[config.mk]
export PLATFORM = sky130hd
export DESIGN_NAME = lirc_ctrl
export DESIGN_NICKNAME = d
export VERILOG_FILES = /design/src/rtl/core/lirc_pkg.sv /design/src/rtl/core/lirc_ctrl.sv
export SDC_FILE = /design/constraint.sdc
export NUM_CORES = 1
export LEC_CHECK = 0
export BUFFER_PORTS_ARGS = -buffer_cell sky130_fd_sc_hd__buf_2
export CAP_MARGIN = 0
export CORE_UTILIZATION = 47
export CTS_CLUSTER_DIAMETER = 60
export DETAILED_ROUTE_END_ITERATION = 8
export HOLD_SLACK_MARGIN = 0.15
export PLACE_DENSITY = 0.76
export SYNTH_ARGS = -nofsm -noshare
export SYNTH_HDL_FRONTEND = slang
export SYNTH_SLANG_ARGS = --single-unit
[constraint.sdc]
create_clock -name aclk -period 1.6 [get_ports aclk]
set_input_delay 0.32 -clock aclk [delete_from_list [all_inputs] [get_ports aclk]]
set_output_delay 0.32 -clock aclk [all_outputs]
set_load 0.05 [all_outputs]
[src/rtl/core/lirc_pkg.sv]
// ----------------------------------------------------------------------------
// lirc_pkg
// Shared types, codes and constants of the lock-in reference and capture block.
// ----------------------------------------------------------------------------
package lirc_pkg;

    localparam int TABLE_DEPTH_DEF = 8192;
    localparam int HALF_DEPTH_DEF  = 512;
    localparam int SAMPLE_BITS_DEF = 12;
    localparam int DAC_BITS_DEF    = 10;

    localparam int OP_W       = 2;
    localparam int TIME_W     = 32;
    localparam int ADDR_W     = 13;
    localparam int PHASE_W    = 13;
    localparam int PERIOD_W   = 32;
    localparam int FACTOR_W   = 48;
    localparam int CFG_IDX_W  = 1;
    localparam int CFG_DATA_W = 48;
    localparam int FRAC_SHIFT = 8;
    localparam int DVD_W      = TIME_W + FRAC_SHIFT;
    localparam int DIV_STEPS  = DVD_W;
    localparam int DIV_CNT_W  = $clog2(DIV_STEPS);

    localparam logic [PERIOD_W-1:0] PERIOD_RESET = 32'd1868613;
    localparam logic [FACTOR_W-1:0] FACTOR_RESET = 48'd4819670566;

    localparam logic [CFG_IDX_W-1:0] CFG_PERIOD = 1'd0;
    localparam logic [CFG_IDX_W-1:0] CFG_FACTOR = 1'd1;

    typedef enum logic [OP_W-1:0] {
        OP_TICK = 2'd0,
        OP_LOAD = 2'd1,
        OP_READ = 2'd2
    } op_t;

    typedef enum logic [3:0] {
        ST_IDLE,
        ST_DIVIDE,
        ST_MUL_LO,
        ST_MUL_HI,
        ST_ROUND,
        ST_LOOKUP,
        ST_LOAD,
        ST_READ,
        ST_FINISH
    } state_t;

    typedef enum logic [1:0] {
        RES_ZERO,
        RES_TICK,
        RES_READ
    } res_kind_t;

    typedef struct packed {
        logic      capture_in;
        logic      div_step;
        logic      mul_lo;
        logic      mul_hi;
        logic      round;
        logic      lookup;
        logic      start;
        logic      table_wr;
        logic      store_rd;
        logic      out_load;
        res_kind_t res_kind;
    } ctrl_cmd_t;

    typedef struct packed {
        logic div_last;
    } dp_status_t;

endpackage

[src/rtl/core/lirc_ctrl.sv]
// ----------------------------------------------------------------------------
// lirc_ctrl
// Request sequencer: decodes each request, steps running ticks through divide,
// multiply, round and lookup, and hands each result to the output register.
// ----------------------------------------------------------------------------
module lirc_ctrl (
    input  logic                    aclk,
    input  logic                    aresetn,
    input  logic                    s_tvalid,
    output logic                    s_tready,
    input  logic [lirc_pkg::OP_W-1:0] op,
    input  logic                    run,
    output logic                    m_tvalid,
    input  logic                    m_tready,
    input  lirc_pkg::dp_status_t    status,
    output lirc_pkg::ctrl_cmd_t     cmd
);

    lirc_pkg::state_t    state_reg, state_next;
    lirc_pkg::res_kind_t kind_reg, kind_next;
    logic                prev_run_reg, prev_run_next;
    logic                starting_reg, starting_next;
    logic                m_tvalid_reg, m_tvalid_next;
    logic                accept;
    logic                out_free;

    assign accept   = s_tvalid && (state_reg == lirc_pkg::ST_IDLE);
    assign out_free = !m_tvalid_reg || m_tready;
    assign s_tready = (state_reg == lirc_pkg::ST_IDLE);
    assign m_tvalid = m_tvalid_reg;

    always_comb begin
        state_next = state_reg;
        case (state_reg)
            lirc_pkg::ST_IDLE: begin
                if (s_tvalid) begin
                    case (lirc_pkg::op_t'(op))
                        lirc_pkg::OP_TICK: begin
                            state_next = run ? lirc_pkg::ST_DIVIDE : lirc_pkg::ST_FINISH;
                        end
                        lirc_pkg::OP_LOAD: state_next = lirc_pkg::ST_LOAD;
                        lirc_pkg::OP_READ: state_next = lirc_pkg::ST_READ;
                        default:           state_next = lirc_pkg::ST_FINISH;
                    endcase
                end
            end
            lirc_pkg::ST_DIVIDE: begin
                if (status.div_last) begin
                    state_next = lirc_pkg::ST_MUL_LO;
                end
            end
            lirc_pkg::ST_MUL_LO: state_next = lirc_pkg::ST_MUL_HI;
            lirc_pkg::ST_MUL_HI: state_next = lirc_pkg::ST_ROUND;
            lirc_pkg::ST_ROUND:  state_next = lirc_pkg::ST_LOOKUP;
            lirc_pkg::ST_LOOKUP: state_next = lirc_pkg::ST_FINISH;
            lirc_pkg::ST_LOAD:   state_next = lirc_pkg::ST_FINISH;
            lirc_pkg::ST_READ:   state_next = lirc_pkg::ST_FINISH;
            lirc_pkg::ST_FINISH: begin
                if (out_free) begin
                    state_next = lirc_pkg::ST_IDLE;
                end
            end
            default: state_next = lirc_pkg::ST_IDLE;
        endcase
    end

    always_comb begin
        kind_next     = kind_reg;
        prev_run_next = prev_run_reg;
        starting_next = starting_reg;
        if (accept) begin
            case (lirc_pkg::op_t'(op))
                lirc_pkg::OP_TICK: begin
                    kind_next     = run ? lirc_pkg::RES_TICK : lirc_pkg::RES_ZERO;
                    prev_run_next = run;
                    if (run && !prev_run_reg) begin
                        starting_next = 1'b1;
                    end
                end
                lirc_pkg::OP_READ: kind_next = lirc_pkg::RES_READ;
                default:           kind_next = lirc_pkg::RES_ZERO;
            endcase
        end
        if (state_reg == lirc_pkg::ST_LOOKUP) begin
            starting_next = 1'b0;
        end
    end

    always_comb begin
        cmd            = '0;
        cmd.capture_in = accept;
        cmd.div_step   = (state_reg == lirc_pkg::ST_DIVIDE);
        cmd.mul_lo     = (state_reg == lirc_pkg::ST_MUL_LO);
        cmd.mul_hi     = (state_reg == lirc_pkg::ST_MUL_HI);
        cmd.round      = (state_reg == lirc_pkg::ST_ROUND);
        cmd.lookup     = (state_reg == lirc_pkg::ST_LOOKUP);
        cmd.start      = starting_reg;
        cmd.table_wr   = (state_reg == lirc_pkg::ST_LOAD);
        cmd.store_rd   = (state_reg == lirc_pkg::ST_READ);
        cmd.out_load   = (state_reg == lirc_pkg::ST_FINISH) && out_free;
        cmd.res_kind   = kind_reg;
    end

    always_comb begin
        m_tvalid_next = m_tvalid_reg;
        if (cmd.out_load) begin
            m_tvalid_next = 1'b1;
        end else if (m_tready) begin
            m_tvalid_next = 1'b0;
        end
    end

    always_ff @(posedge aclk) begin
        if (!aresetn) begin
            state_reg    <= lirc_pkg::ST_IDLE;
            kind_reg     <= lirc_pkg::RES_ZERO;
            prev_run_reg <= 1'b0;
            starting_reg <= 1'b1;
            m_tvalid_reg <= 1'b0;
        end else begin
            state_reg    <= state_next;
            kind_reg     <= kind_next;
            prev_run_reg <= prev_run_next;
            starting_reg <= starting_next;
            m_tvalid_reg <= m_tvalid_next;
        end
    end

endmodule

==> metrics.md, run 1 <==
| Metric | Value |
|---|---|
| Status | complete, but fails checks |
| Failing checks | negative setup slack |
| Top post-synthesis cells by area | dfxtp_1, o21a_1, nor3_1, nor2_1, ha_1 |
| Gr usage total | 0.230 |
| Mapped Nets | 85 |
| Hold crit path type | input port to flop |
| Post-synth EDFFs | 0 |
| Prevailing post-synth register cell | dfxtp_1 |
| Final Util | 0.845 |
| Ant diodes | 0 |
| Post-route setup TNS | -0.290 ns |
| Mean Syn Cell Area | about 8 sq um |
| Vias in the first global route | 565 |
| Drc violations | 0 |
| First drt pass iteration count | 4 |
| LEAKAGE | between 0.4 and 0.5 nW |
| Hold_ws | 0.330 ns |
| Slew HR | 0.792 |
| Largest area contributor in the netlist | dfxtp_1 |
| Max-slew violations | 0 |
| Hold depth | 2 |
| Hold Startpoint | aresetn |
| Layout cells sized above 1 | 0.543 |
| Maximum vdd drop | 0.00117 V |
| Max stage delay cell, worst path | dfxtp_2 |
| Final Wtd Congestion | 0.799 |
| I/O Buffers | 21 |
| Cells after DPL | 111 |
| Family with the most delay on the worst path | buffers and inverters |
| Grt total ovfl | 0 |
| Commonest non-fill, non-tap cell in the layout | buf_2 |
| Drt initial violations | 9 |
| Antenna violations before repair | 0 |
| WP data required | 1.28 ns |
| Distinct cells, synth | 32 |
| Crit path kind | flop to output pin |
| Worst reg2reg path endpoint | state_reg[3] |
| Largest net degree at the start of global routing | 11 |
| CTS Sinks | 9 |
| Setup crit end kind | output pin |
| DIE WIDTH | 38.2 um |
| CP Buf/Inv Count | 3 |
| Max frequency | 600 MHz |
| Cell mode on critical path | buf_6 |
| Final #Nets | between 100 and 150 |
| Setup ws final | -0.0663 ns |
| R2R Setup Slk | 0.10 ns |
| Ys async rst share | 0 |
| Number of flip-flops in the largest register | 4 |
| Period utilisation layout | 1.04 |
| Die ar. | approximately 1500 sq um |
| Total core area | 1160 sq um |
| Cell Area, Synth | 614 sq um |
| Maximum capacitance violations | 0 |
| Pwr Total | 1.43 mW |
| Warnings, synthesis | 0 |
| Post-route insts no fill | 119 |
| Syn Inst Count | 75 |
| Slew @ Worst Pin | 0.311 ns |
| Initial Util | 0.531 |
| Hold_buf cts | 0 |
| DR vias/cell | 5.34 |
| CP cell instances | buf_6 -> buf_4 -> nand2b_4 -> nor3_2 -> buf_6 |
| Layout filler cell count | 68 |
| Setup Skew | 0.00494 ns |
| Minimum clock period | about 1.7 ns |
| Crit-path max cell delay | 0.33 ns |
| H-tree levels | 1 |
| Proportion of synthesized chip area in sequential cells | 0.293 |
| Synthesis-to-finish area growth | 59.1% |
| # rows | 12 |
| Max clock buf depth | 2 |
| Worst-path clk slew | ~0.070 ns |
| CTS tree | built |
| CTS Buf Count | 3 |
| Placement-stage worst setup slack | 0.0561 ns |
| Hold EP | starting_reg |
| Detail-routed net length per standard cell | 12.7 um |
| First-pass GRT wire length | about 2300 um |
| Pwr dens | 1460 nW/um^2 |
| Worst Reg-to-Reg Cells | 6 |
| Synth Register Bits | 9 |
| Routed wire length | 1520 um |
| CP startpoint kind | flop |
| RR Startpoint | state_reg[0] |
| Routed Antenna Nets | 0 |
| Synth top area share | 0.293 |
| Most frequent cells in the layout | buf_2, buf_6, buf_4 |
| Final hold vios | 0 |
| HPWL Detailed | 1060 um |
| Vias | approximately 640 |
| Die height | 38.2 um |
| Setup Viol. Count Final | 8 |
| Design area | 977 sq um |
| Post-DP Area | around 780 sq um |
| Clock latency on the worst-skew pair | 0.27 ns |
| Unrepaired setup endpoints after global routing | true |
| Endpoint arrival time on the critical path | 1.35 ns |
| CP Max Fanout | 5 |
| CTS root buf | clkbuf_4 |
| # IOs | 22 |
-- metal layers --
| metal | up-vias | share of wire | wire (um) | track usage |
|---|---|---|---|---|
| met5 | - | 0 | 0 | 0 |
| met1 | 288 | 0.43 | 655 | 0.282 |
| met2 | 23 | 0.53 | 798 | 0.403 |
| met4 | 0 | 0.011 | 16 | 0.107 |
| met3 | 2 | 0.031 | 47 | 0.0174 |
| li1 | 322 | - | - | - |
-- what timing repair did --
item | 4_1_cts | 5_1_grt
buffers inserted | 3 | 1
setup endpoints to repair | 10 | 10
endpoints found under the hold margin | 0 | 0
gates resized for setup | 26 | 14
pin swaps | 4 | 2
gates cloned | 0 | 0
-- worst reg2reg max path, stage by stage (launching register included) --
cell	delay [ns]
dfxtp_2	0.36
buf_6	0.13
buf_6	0.12
buf_4	0.10
mux2_2	0.36
o31ai_4	0.19
o21ai_0	0.12
-- kinds of logic after synthesis --
group	share of synthesized area
adder cells (fa/ha/maj)	0.0407
AO/OA/AOI/OAI	0.181
flip-flops	0.293
multiplexers	0.0509
buffers and inverters	0.116
AND/OR/NAND/NOR	0.318
-- cells in the mapped netlist, drive strengths merged (2+ instances only) --
cell type and number:
mux2i 2, o21a 5, inv 5, nor2b 3, dfxtp 9, a21oi 3, a31oi 2, nand3 2
nand2b 4, buf 8, a21boi 2, ha 2, nor3 6, nor2 7
-- power by group --
group          internal, mW  switching [mW]
Sequential            0.265          0.0360
Clock                0.0965          0.0890
Combinational         0.405           0.534
Total                 0.767           0.659
-- layout make-up --
| cell class | count | area [sq um] | share of cell area |
|---|---|---|---|
| clock buffers | 4 | 26.3 | 0.0269 |
| inverters | 5 | 18.8 | 0.0192 |
| repair buffers | 34 | 274 | 0.280 |
| well taps | 14 | 17.5 | 0.0179 |
| multi-input cells | 53 | 455 | 0.466 |
| flip-flops and latches | 9 | 185 | 0.190 |
-- how the worst max path moves through the flow --
| stage | from | end | slack, ns | depth (start not counted) |
|---|---|---|---|---|
| CTS | state_reg[0] | cmd[11] | -0.08 | 4 |
| global placement | state_reg[1] | cmd[2] | 0.07 | 4 |
| finish | state_reg[3] | cmd[9] | -0.07 | 5 |
| floorplan | state_reg[1] | cmd[11] | -0.32 | 4 |
| global route | state_reg[3] | cmd[9] | -0.09 | 5 |
| detailed placement | state_reg[1] | cmd[2] | 0.06 | 4 |
(Power assumes the default switching activity.)
==> run 2, diff against run 1 <==
--- a/config.mk
+++ b/config.mk
@@ -10,6 +10,7 @@
 export CORE_UTILIZATION = 47
 export CTS_CLUSTER_DIAMETER = 60
 export DETAILED_ROUTE_END_ITERATION = 8
+export GPL_TIMING_DRIVEN = 0
 export HOLD_SLACK_MARGIN = 0.15
 export PLACE_DENSITY = 0.76
 export SYNTH_ARGS = -nofsm -noshare
==> run 2 against run 1 <==
Effect of this change: the flow still finishes with violations (negative setup slack); clock skew fell by 0.0034 ns; sequential power about the same; via count up 30%; wire length rose by 71%; die area is the same; highest routed layer unchanged.
==> metrics.md, run 2 (same netlist as run 1, synthesis figures left out) <==
| Metric | Value |
|---|---|
| Status | complete, but fails checks |
| Failing checks | negative setup slack |
| Worst Reg-to-Reg Cells | 7 (+1) |
| LEAKAGE | 0.501 nW (+11%) |
| Post-DP Area | 772 sq um (-0.64%) |
| Antenna violations before repair | 0 (unchanged) |
| Hold depth | 2 (unchanged) |
| Slew HR | 0.728 (-0.0638) |
| Layout cells sized above 1 | 0.558 (+0.0147) |
| CTS root buf | clkbuf_4 |
| Drt initial violations | 54 (+45) |
| CP Max Fanout | 5 (unchanged) |
| Final hold vios | 0 (unchanged) |
| # rows | 12 (unchanged) |
| Setup ws final | -0.198 ns (-0.131 ns) |
| Pwr dens | 1510 nW/um^2 (+3.8%) |
| First drt pass iteration count | 5 (+1) |
| Drc violations | 0 (unchanged) |
| DIE WIDTH | 38.2 um (unchanged) |
| Maximum vdd drop | 0.00167 V (+42%) |
| Hold crit path type | input port to flop |
| Routed Antenna Nets | 0 (unchanged) |
| Unrepaired setup endpoints after global routing | true |
| Synthesis-to-finish area growth | 76.6% |
| # IOs | 22 (unchanged) |
| Period utilisation layout | 1.12 (+0.0821) |
| Max-slew violations | 0 (unchanged) |
| Ant diodes | 0 (unchanged) |
| Maximum capacitance violations | 0 (unchanged) |
| Vias in the first global route | 575 (+1.8%) |
| Clock latency on the worst-skew pair | 0.27 ns (about the same) |
| Gr usage total | 0.253 (+0.0233) |
| Pwr Total | 1.64 mW (+15%) |
| R2R Setup Slk | -0.03 ns (-0.13 ns) |
| CTS Sinks | 9 (unchanged) |
| First-pass GRT wire length | 2480 um (+6.2%) |
| Die ar. | 1460 sq um (unchanged) |
| Cells after DPL | 110 (-0.90%) |
| Total core area | 1160 sq um (unchanged) |
| Setup Skew | 0.00154 ns (-0.00339 ns) |
| Post-route setup TNS | -0.655 ns (-0.365 ns) |
| CTS tree | built |
| CTS Buf Count | 3 (unchanged) |
| WP data required | 1.28 ns (about the same) |
| Minimum clock period | 1.80 ns (+0.131 ns) |
| Max frequency | 556 MHz (-7.3%) |
| Most frequent cells in the layout | buf_6, buf_4, buf_2 |
| Design area | 1080 sq um (+11%) |
| I/O Buffers | 21 (unchanged) |
| Detail-routed net length per standard cell | 20.4 um (+60%) |
| DR vias/cell | 6.49 (+22%) |
| Slew @ Worst Pin | 0.404 ns (+0.0929 ns) |
| H-tree levels | 1 (unchanged) |
| Final Wtd Congestion | 0.777 (-2.7%) |
| Hold_buf cts | 0 (unchanged) |
| Setup Viol. Count Final | 10 (+2) |
| Endpoint arrival time on the critical path | 1.48 ns (+0.13 ns) |
| Grt total ovfl | 0 (unchanged) |
| Final #Nets | 124 (+6.9%) |
| Setup crit end kind | output pin |
| CP startpoint kind | flop |
| Vias | 824 (+30%) |
| Post-route insts no fill | 127 (+6.7%) |
| Initial Util | 0.531 (unchanged) |
| Number of flip-flops in the largest register | 4 (unchanged) |
| Max clock buf depth | 2 (unchanged) |
| Worst-path clk slew | 0.07 ns (about the same) |
| Largest net degree at the start of global routing | 11 (unchanged) |
| Crit path kind | flop to output pin |
| Die height | 38.2 um (unchanged) |
| HPWL Detailed | 976 um (-7.6%) |
| Routed wire length | 2590 um (+71%) |
run 2: final timing paths:
| kind | end | from |
|---|---|---|
| worst max-delay path | cmd[2] | state_reg[0] |
| worst min-delay path | starting_reg | aresetn |
| worst max register to register | kind_reg[0] | state_reg[2] |
| worst min register to register | starting_reg | prev_run_reg |
run 2: metal layers:
layer | share of wire | routed length [um] | GRT usage
met1 | 0.34 | 876 | 0.321
met2 | 0.49 | 1280 | 0.411
met3 | 0.10 | 259 | 0.0523
met4 | 0.069 | 179 | 0.107
met5 | 0 | 0 | 0
run 2: power breakdown:
group / internal, mW / total, mW / leakage (nW) / switching (mW)
combinational: 0.511 / 1.15 / 0.411 / 0.639
sequential: 0.266 / 0.304 / 0.0749 / 0.0383
clock: 0.0966 / 0.189 / 0.0150 / 0.0923
total: 0.873 / 1.64 / 0.501 / 0.770
run 2: repair_timing:
item / in CTS / in global routing
setup buffers: 10 / 5
gates resized for setup: 36 / 19
pin swaps: 5 / 3
setup endpoints to repair: 10 / 10
run 2: layout make-up:
type / count / area (sq um)
Multi-Input combinational cell: 53 / 462
Timing Repair Buffer: 36 / 310
Sequential cell: 9 / 186
Fill cell: 34 / 71.3
Buffer: 6 / 63.8
Clock buffer: 4 / 26.3
Inverter: 5 / 18.8
Tap cell: 14 / 17.5
run 2: through the flow:
stage                     setup slack [ns]  hold WS [ns]   util
final                               -0.198         0.326  0.938
after global routing                -0.246         0.319  0.938
after CTS                           -0.191         0.306  0.848
after detailed placement            -0.258         0.458  0.668
after global placement              -0.213         0.450  0.668
after floorplan                     -0.315         0.399      -
run 2: worst max-delay path: stages, from the launching register on:
cell and delay, ns:
dfxtp_4 0.38, buf_8 0.13, nor4b_4 0.33, nor2b_4 0.21
buf_8 0.15
==> run 3, diff against run 2 <==
--- a/config.mk
+++ b/config.mk
@@ -13,6 +13,7 @@
 export GPL_TIMING_DRIVEN = 0
 export HOLD_SLACK_MARGIN = 0.15
 export PLACE_DENSITY = 0.76
+export RECOVER_POWER = 50
 export SYNTH_ARGS = -nofsm -noshare
 export SYNTH_HDL_FRONTEND = slang
 export SYNTH_SLANG_ARGS = --single-unit
==> run 3 against run 2 <==
Effect of this change: the flow still finishes with violations (negative setup slack); sequential share of layout area shrank 0.096 points; combinational power about the same; first-iteration DRC count rose by 13%; largest power group unchanged; highest routed layer unchanged.
==> metrics.md, run 3 (same netlist as run 1, synthesis figures left out) <==
| Metric | Value |
|---|---|
| Layout cells sized above 1 | 0.549 (-0.00885) |
| Cells after DPL | 110 (unchanged) |
| CTS Buf Count | 3 (unchanged) |
| Hold crit path type | input port to flop |
| Max clock buf depth | 2 (unchanged) |
| Status | complete, but fails checks |
| Gate power share | 0.701 (about the same) |
| First drt pass iteration count | 5 (unchanged) |
| H-tree levels | 1 (unchanged) |
| Final #Nets | 124 (unchanged) |
| CTS root buf | clkbuf_4 |
| Sw Ratio | 0.469 (about the same) |
| Clock latency on the worst-skew pair | 0.27 ns (about the same) |
| Drt initial violations | 61 (+13%) |
| Worst-path clk slew | 0.07 ns (about the same) |
| Layout filler cell count | 35 (+2.9%) |
| Clock Power Share | 0.115 (about the same) |
| First-pass GRT wire length | 2480 um (unchanged) |
| Reg power frac | 0.184 (about the same) |
| DR top layer | met4 |
| Most frequent cells in the layout | buf_6, buf_4, buf_2 |
| Initial Util | 0.531 (unchanged) |
| # rows | 12 (unchanged) |
| Die ar. | 1460 sq um (unchanged) |
| CTS tree | built |
| Met1 WL | 876 um (unchanged) |
| Maximum vdd drop | 0.00167 V (about the same) |
| Design area | 1080 sq um (-0.12%) |
| DIE WIDTH | 38.2 um (unchanged) |
| CP startpoint kind | flop |
| Setup crit end kind | output pin |
| Vias | 824 (unchanged) |
| Slew @ Worst Pin | 0.404 ns (unchanged) |
| Gr usage total | 0.253 (unchanged) |
| Routed wire length | 2590 um (unchanged) |
| WP data required | 1.28 ns (about the same) |
| Met3 Routed Length | 259 um (unchanged) |
| Max frequency | 556 MHz (unchanged) |
| Max-slew violations | 0 (unchanged) |
| Ant diodes | 0 (unchanged) |
| Routed Antenna Nets | 0 (unchanged) |
| Metal2 WL | 1280 um (unchanged) |
| Antenna violations before repair | 0 (unchanged) |
| Setup Skew | 0.00154 ns (unchanged) |
| Failing checks | negative setup slack |
| Post-DP Area | 772 sq um (unchanged) |
| Endpoint arrival time on the critical path | 1.48 ns (about the same) |
| Pwr dens | 1520 nW/um^2 (about the same) |
| Drc violations | 0 (unchanged) |
| Largest net degree at the start of global routing | 11 (unchanged) |
| Slew HR | 0.728 (unchanged) |
| Post-route insts no fill | 127 (unchanged) |
| Grt total ovfl | 0 (unchanged) |
| Pint | 0.872 mW (-0.19%) |
| CP Max Fanout | 5 (unchanged) |
| Net Switching | 0.770 mW (unchanged) |
| Hold_ws | 0.326 ns (unchanged) |
| Detail-routed net length per standard cell | 20.4 um (unchanged) |
| Pwr Total | 1.64 mW (about the same) |
| Minimum clock period | 1.80 ns (unchanged) |
| Number of flip-flops in the largest register | 4 (unchanged) |
| Vias in the first global route | 575 (unchanged) |
| # IOs | 22 (unchanged) |
| Placement-stage worst setup slack | -0.258 ns (unchanged) |
| LEAKAGE | 0.501 nW (about the same) |
| Unrepaired setup endpoints after global routing | true |
| Die height | 38.2 um (unchanged) |
| Setup Viol. Count Final | 10 (unchanged) |
| Setup ws final | -0.198 ns (unchanged) |
| CTS Sinks | 9 (unchanged) |
| Crit path kind | flop to output pin |
| Final hold vios | 0 (unchanged) |
| HPWL Detailed | 976 um (unchanged) |
| DR vias/cell | 6.49 (unchanged) |
| Period utilisation layout | 1.12 (unchanged) |
| Synthesis-to-finish area growth | 76.4% |
| Total core area | 1160 sq um (unchanged) |
| Final Wtd Congestion | 0.777 (unchanged) |
| Maximum capacitance violations | 0 (unchanged) |
| I/O Buffers | 21 (unchanged) |
run 3: cell counts in the layout (fill, tap and decap cells not counted):
Identical to the previous run, type by type.
run 3: metal layers:
metal,GRT usage,vias to the layer above
met3,0.0523,28
li1,-,341
met1,0.321,372
met5,0,-
met2,0.411,83
met4,0.107,0
run 3: layout make-up:
cell class	instances	area (sq um)	area share
multi-input cells	53	462	0.426
repair buffers	36	310	0.286
flip-flops and latches	9	185	0.171
plain buffers	6	63.8	0.0589
clock buffers	4	26.3	0.0242
inverters	5	18.8	0.0173
well taps	14	17.5	0.0162
run 3: through the flow:
step | util | TNS (ns)
6_report | 0.937 | -0.731
5_1_grt | 0.937 | -1.24
4_1_cts | 0.848 | -0.509
3_5_place_dp | 0.668 | -0.395
3_3_place_gp | 0.668 | -0.348
2_1_floorplan | - | -0.839
run 3: path summary, 6_finish.rpt:
path                                    from            to  slack, ns  cells after the start
worst max-delay path            state_reg[0]        cmd[2]      -0.20                      4
worst min-delay path                 aresetn  starting_reg       0.33                      2
worst max register to register  state_reg[2]   kind_reg[0]      -0.04                      7
worst min register to register  prev_run_reg  starting_reg       0.50                      1
run 3: power by group through the flow:
stage / Sequential (mW) / Clock (mW) / Combinational [mW]
after detailed placement: 0.291 / 0 / 0.688
after global routing: 0.304 / 0.201 / 1.18
after CTS: 0.289 / 0.183 / 0.953
after floorplan: 0.313 / 0 / 0.542
after global placement: 0.290 / 0 / 0.682
final: 0.303 / 0.189 / 1.15
run 3: timing repair:
action / 4_1_cts / 5_1_grt
resized for setup: 36 / 19
setup buffers: 10 / 5
hold buffers: 0 / 0
endpoints found under the setup margin: 10 / 10
pin swaps: 5 / 3
run 3: worst max-delay path, stage by stage (launching register included):
cell and delay (ns):
dfxtp_4 0.38, buf_8 0.13, nor4b_4 0.33, nor2b_4 0.21, buf_8 0.15
